===== src/sv/lph_pkg.sv =====
package lph_pkg;

	localparam int unsigned NUM_PLANES      = 4;
	localparam int unsigned NUM_BINS        = 100;
	localparam int unsigned PLANE_W         = 2;
	localparam int unsigned BIN_W           = 7;
	localparam int unsigned SAMPLE_W        = 16;
	localparam int unsigned COUNT_W         = 32;
	localparam int unsigned ADDR_W          = PLANE_W + BIN_W;
	localparam int unsigned FILL_W          = 2;
	localparam int unsigned BIN_WIDTH_RAW   = 80;
	localparam int unsigned BIN_LIMIT_RAW   = NUM_BINS * BIN_WIDTH_RAW;
	localparam int unsigned THRESHOLD_RESET = 80;
	// raw / 80 = (raw >> 4) / 5, and x / 5 = (x * 205) >> 10 exactly for x < 1024
	localparam int unsigned FRAC_BITS       = 4;
	localparam int unsigned QUOT_W          = 9;
	localparam int unsigned RECIP_5         = 205;
	localparam int unsigned RECIP_SHIFT     = 10;
	localparam int unsigned PROD_W          = QUOT_W + 8;

	typedef enum logic {
		CMD_SAMPLE = 1'b0,
		CMD_READ   = 1'b1
	} cmd_t;

	typedef struct packed {
		logic              valid;
		logic              is_read;
		logic              read_ok;
		logic              do_inc;
		logic              found;
		logic [BIN_W-1:0]  pbin;
		logic [ADDR_W-1:0] addr;
	} lph_req_t;

	typedef struct packed {
		logic               valid;
		logic               found;
		logic [BIN_W-1:0]   pbin;
		logic [COUNT_W-1:0] count;
	} lph_res_t;

	function automatic logic [BIN_W-1:0] bin_of(input logic [SAMPLE_W-1:0] s);
		logic [QUOT_W-1:0] q;
		logic [PROD_W-1:0] prod;
		q    = s[FRAC_BITS +: QUOT_W];
		prod = PROD_W'(q) * PROD_W'(RECIP_5);
		if (s >= SAMPLE_W'(BIN_LIMIT_RAW))
			return BIN_W'(NUM_BINS);
		return prod[RECIP_SHIFT +: BIN_W];
	endfunction

	function automatic logic plane_ok(input logic [PLANE_W-1:0] p);
		return {1'b0, p} < (PLANE_W + 1)'(NUM_PLANES);
	endfunction

endpackage


===== src/sv/lph_window.sv =====
module lph_window (
	input  logic                         clk,
	input  logic                         arst_n,
	input  logic                         accept,
	input  logic                         command,
	input  logic [lph_pkg::PLANE_W-1:0]  plane,
	input  logic                         image_start,
	input  logic [lph_pkg::SAMPLE_W-1:0] sample,
	input  logic [lph_pkg::BIN_W-1:0]    read_bin,
	input  logic                         cfg_we,
	input  logic [lph_pkg::SAMPLE_W-1:0] cfg_data,
	output lph_pkg::lph_req_t            req
);
	import lph_pkg::*;

	localparam logic [FILL_W-1:0] FILL_FULL = FILL_W'(2);

	logic [SAMPLE_W-1:0] thr_q;
	logic [SAMPLE_W-1:0] middle_q;
	logic [SAMPLE_W-1:0] older_q;
	logic [BIN_W-1:0]    middle_bin_q;
	logic [FILL_W-1:0]   fill_q;
	logic [PLANE_W-1:0]  plane_q;
	logic                is_read;
	logic                peak;

	assign is_read = (command == CMD_READ);
	assign peak = !is_read && !image_start && (fill_q == FILL_FULL) &&
		(older_q < middle_q) && (middle_q > sample) && (middle_q > thr_q);

	always_comb begin
		req.valid   = accept;
		req.is_read = is_read;
		req.read_ok = plane_ok(plane) && (read_bin <= BIN_W'(NUM_BINS));
		req.do_inc  = peak && plane_ok(plane_q);
		req.found   = peak;
		req.pbin    = peak ? middle_bin_q : '0;
		req.addr    = is_read ? {plane, read_bin} : {plane_q, middle_bin_q};
	end

	always_ff @(posedge clk or negedge arst_n) begin
		if (!arst_n) begin
			thr_q <= SAMPLE_W'(THRESHOLD_RESET);
		end else if (cfg_we) begin
			thr_q <= cfg_data;
		end
	end

	// bin of the middle sample is worked out as it enters the window
	always_ff @(posedge clk or negedge arst_n) begin
		if (!arst_n) begin
			middle_q     <= '0;
			older_q      <= '0;
			middle_bin_q <= '0;
			fill_q       <= '0;
			plane_q      <= '0;
		end else if (accept && !is_read) begin
			middle_q     <= sample;
			middle_bin_q <= bin_of(sample);
			if (image_start) begin
				plane_q <= plane;
				older_q <= '0;
				fill_q  <= FILL_W'(1);
			end else begin
				older_q <= middle_q;
				if (fill_q != FILL_FULL)
					fill_q <= fill_q + FILL_W'(1);
			end
		end
	end

endmodule


===== config.mk =====
export PLATFORM = sky130hd
export DESIGN_NAME = lph_window
export DESIGN_NICKNAME = d
export VERILOG_FILES = /design/src/sv/lph_pkg.sv /design/src/sv/lph_window.sv
export SDC_FILE = /design/constraint.sdc
export NUM_CORES = 1
export LEC_CHECK = 0
export BUFFER_PORTS_ARGS = -buffer_cell sky130_fd_sc_hd__clkbuf_2
export CORE_AREA = 2 2 131 69
export CTS_BUF_LIST = sky130_fd_sc_hd__clkbuf_4 sky130_fd_sc_hd__clkbuf_8
export DETAILED_ROUTE_END_ITERATION = 16
export DIE_AREA = 0 0 133 71
export PLACE_DENSITY = 0.81
export SLEW_MARGIN = 20
export SYNTH_ARGS = -nofsm -noshare
export SYNTH_HDL_FRONTEND = slang
export SYNTH_SLANG_ARGS = --single-unit

===== constraint.sdc =====
create_clock -name clk -period 3.2 [get_ports clk]
set_clock_uncertainty 0.1 [all_clocks]
set_input_delay 0.16 -clock clk [delete_from_list [all_inputs] [get_ports clk]]
set_output_delay 0.16 -clock clk [all_outputs]
set_load 0.01 [all_outputs]

# Yosys cells after proc, flatten, opt, wreduce, memory -nomap -nowiden
# Index checks and enable logic that the tools add are counted.
# op_classes
mul	1
mux	9
eq_ne	2
addsub	1
order_cmp	5
n_reduce_logical	11
# op_table
cell	count
16-bit > comparator	2
7-bit 2-to-1 mux	3
9-bit by 8-bit multiplier with 17-bit output (second input constant)	1
16-bit by 13-bit greater-or-equal comparator with 1-bit output (second input constant)	1
16-bit less-than comparator	1
16-bit 2-to-1 mux	1
9-bit 2-to-1 mux	1
7-bit less-or-equal comparator (second input constant)	1
1-bit logical AND	6
2-bit 2-to-1 mux	2
2-bit AND reduction	2
2-bit by 1-bit adder with 2-bit output (second input constant)	1
2-bit equality test (second input constant)	1
1-bit zero test	2
1-bit 2-to-1 mux	2
2-bit inequality test (second input constant)	1
2-bit nonzero test	1
# word_totals
regBits	59
in_bits	47
elab_cells	35
out_inout_bits	21

# Logic depth before layout (Yosys ltp)
# depth
depth_word	7
mapped_depth	14
mapped_depth_nobuf	14

# Worst setup path before layout
# Ideal clock, no wire load.
# synth_path
path_type	input port to flip-flop
from	input port sample[6] (netlist bit)
to	register middle_bin_q[6]
path_buffers	0
required_ns	3.018
t_arrival_ns	3.496
path_stages	14
setup_slack_ns	-0.478
setup_ns	0.082
cell_sequence	inv_1 > ha_1 > fa_1 > inv_1 > fa_1 > fa_1 > inv_1 > ha_1 > nand2_1 > o21ai_1 > a21oi_4 > a21oi_2 > or4_1 > a31oi_1
# synth_between
elab_chain_len	4
elab_cells_between_ends	5
classes_between	mul (1); order compare (1); mux (3)
# synth_rtl
item	line_no	text
from (decl)	lph_window.sv:8	input logic [lph_pkg::SAMPLE_W-1:0] sample,
parallel branches: the longest is 3 deep, another holds 9-bit by 8-bit multiplier with 17-bit output	--	
7-bit 2-to-1 mux (*)	lph_pkg.sv:50	return prod[RECIP_SHIFT +: BIN_W];
to (signal assigned)	lph_window.sv:59	middle_bin_q <= bin_of(sample);
to (decl)	lph_window.sv:21	logic [BIN_W-1:0] middle_bin_q;
# Every way passes the cells marked *. The select of a mux whose other input is x is not followed.
# A chain may end at the register's enable or synchronous reset.

# Worst setup path after layout
# layout_path
from	input port sample[10] (netlist bit)
to	register middle_bin_q[3]
# The elaborated chain is that of the path after synthesis.

==> flow_summary.yaml <==
outcome:
  status: "finished with violations"
  failed_checks: "setup timing"
synth:
  async_flop_share: 1.000
  synth_top_area_share: 0.2922
  synth.distinct_cells: 52
  yosys_warnings: 0
  synth_top_flop_cell: "dfrtp_1"
  yosysSeqAreaShare: 0.3030
  synth_common_cells: "ha_1 (97), inv_1 (84), nand2_1 (62)"
  avgSynthCellArea_sq_um: 9.350
  synth-seq-cells: 59
  synth_edf_count: 0
  syn-cell-area_sq_um: 4881
  synth_most_common_cell: "ha_1"
  synth_fp_nets: 680
  synthTopCellsByArea: "dfrtp_1 (29%), ha_1 (25%), inv_1 (6.5%), fa_1 (5.7%), nand2_1 (4.8%)"
  yosysTopAreaCell: "dfrtp_1"
  netlist_instances: 522
pwr:
  powerDensity_nw_per_um2: 506.5
  finalPower_mw: 3.228
  ir_drop_uv: 288.4
  p_leak_nw: 3.257
timing:
  rsz0062_at_grt: "true"
  slew_headroom: 0.3840
  tightest_slew_ns: 0.9240
  finalWorstSetupSlack_ns: -0.1737
  hold_violations: 0
  hold_ws_ns: 0.08756
  slew_viol_final: 0
  min_period_over_period: 1.054
  fin_crit_ns: 3.374
  fmax_ghz: 0.2964
  setup_viol: 6
clock_tree:
  cts_sinks: 59
  root_buffer: "clkbuf_8"
  cts_tree: "yes"
  clk_path_buf_depth: 2
  numCtsBuffers: 9
  path_clk_slew_ns: 0.06
  htree_levels: 3
  clock_latency_ns: 0.35
worst_setup_path:
  path_class: "input pin to flip-flop"
  cp_data_required_time_ns: 3.34
  crit_path_start_kind: "input pin"
  crit_path_end_kind: "flip-flop"
  cp.arrival_ns: 3.51
  cp_max_fo: 3
floorplan:
  die_w_microns: 133
  io_pins: 68
  num_rows: 24
  die_area_sq_um: 9443
  core_area_sq_um: 8378
  die_y_microns: 71
  start_util: 0.5826
grt:
  grt_max_degree: 42
  antenna_found_initial: 0
  globalRouteTotalUtil: 0.3026
  grt.overflow.total: 0
  grt_pass1_wl_mm: 22.07
  grt_pass1_vias: 4403
cells_and_area:
  final_area_sq_um: 6374
  nNetsFinal: 807
  drive_gt1_frac: 0.2798
  antennaDiodeCount: 0
  n_fill_cell: 553
  area_growth_pct: 30.58
min_path:
  hold_path.class: "input pin to flip-flop"
detailed_routing:
  viasPerCell: 5.611
  wl_mm: 13.56
  ant_nets: 0
  routed-via-count: 4326
  routedWlPerCell_microns: 17.59
  drc: 0
  dr.pass1.iters: 6
  drt_iter0_drc: 343
placement:
  place_ws_ns: -0.5512
  dp.final_hpwl_mm: 10.24
  io_buffers: 67
  placed_cell_area_sq_um: 5639
  globalplace.congestion: 0.9616
job:
  drv_cap: 0
==> power breakdown <==
| group | internal [mW] | switching (mW) | total, mW |
|---|---|---|---|
| Combinational | 0.796 | 0.872 | 1.67 |
| Clock | 0.347 | 0.296 | 0.643 |
| Sequential | 0.843 | 0.0740 | 0.916 |
==> per-stage QoR <==
step	utilization	cells	setup TNS, ns
after floorplan	-	522	-0.3159
after global placement	0.6731	724	-2.807
after detailed placement	0.6731	724	-3.205
after CTS	0.7491	768	-0.1505
after global routing	0.7608	771	-0.8023
final	0.7608	771	-0.5107
==> metal layers <==
layer	wire, microns	up-vias	GRT usage
met1	6393	2053	0.4389
met3	955	22	0.05448
met4	191	0	0.07527
met5	0	-	0
met2	6020	182	0.4744
li1	-	2069	-
==> flip-flops by register name, summed over array words and instances (netlist names) <==
signal / cells
fill_q: 2
middle_bin_q: 7
middle_q: 16
older_q: 16
plane_q: 2
thr_q: 16
==> cells by family (layout without fill, tap and decap cells) <==
kind of cell               after synthesis  count (layout)  synth area share
xor gates and xnor gates                 6               6           0.01077
adders and majority gates              111             111            0.3061
buffers and inverters                  103             235           0.08459
DFF                                     59              59            0.3030
and+or+nand+nor                        113             113            0.1079
AOI/OAI and AO/OA                      118             118            0.1600
muxes                                   12              12           0.02769
==> worst max-delay path: stages <==
cell and delay, ns:
clkbuf_8 0.13, ha_4 0.24, fa_1 0.55, inv_1 0.06
fa_1 0.47, fa_1 0.52, inv_2 0.05, ha_4 0.28
nand2_4 0.06, a21oi_4 0.13, a21oi_4 0.10, buf_4 0.14
buf_6 0.12, a22oi_2 0.17, xor2_1 0.12, a22o_1 0.20
==> placed cells by master (no fill, tap or decap), types with 3 or more instances in the layout <==
cell type / synthesis / routed
a21o_1: 12 / 12
a21oi_1: 20 / 16
a21oi_2: 2 / 4
a21oi_4: 1 / 3
a22o_1: 3 / 3
buf_4: 4 / 40
clkbuf_2: 0 / 60
clkbuf_4: 0 / 4
clkbuf_8: 1 / 12
dfrtp_1: 57 / 57
dlygate4sd3_1: 0 / 27
fa_1: 14 / 13
ha_1: 97 / 84
ha_4: 0 / 13
inv_1: 84 / 80
mux2_2: 12 / 12
nand2_1: 62 / 61
nand2b_1: 3 / 3
nand3_1: 5 / 4
nand4_1: 10 / 10
nor2_1: 8 / 7
nor3_1: 5 / 5
nor4_1: 10 / 9
o21ai_0: 36 / 36
o31ai_1: 17 / 17
==> path summary, 6_finish.rpt <==
| kind | start | endpoint | slack, ns | cells after the start |
|---|---|---|---|---|
| setup / recovery | sample[10] | middle_bin_q[3] | -0.17 | 16 |
| min in group asynchronous | arst_n | thr_q[7] | 0.39 | 2 |
| max in group asynchronous | arst_n | middle_bin_q[6] | 1.79 | 3 |
| setup reg to reg | fill_q[0] | fill_q[1] | 1.97 | 5 |
| hold / removal | sample[7] | middle_q[7] | 0.09 | 4 |
| hold reg to reg | fill_q[0] | fill_q[0] | 0.37 | 1 |
==> cell type report <==
cell class	instances	area, sq um	share of cell area
timing repair buffer	135	974.7	0.1529
tap	117	146.4	0.02297
sequential	59	1479	0.2320
clock inverter	2	10.01	0.001570
clock buffer	14	173.9	0.02729
multi-input combinational	360	3267	0.5126
inverter	84	322.8	0.05065
==> repair_timing <==
| action | in CTS | in global routing |
|---|---|---|
| endpoints found under the setup margin | 6 | 9 |
| hold buffers | 27 | 0 |
| setup buffers | 1 | 3 |
| resized for setup | 28 | 15 |
| endpoints found under the hold margin | 64 | 0 |
| pin swaps | 6 | 6 |
No activity file was read; power rests on OpenSTA's default activity.
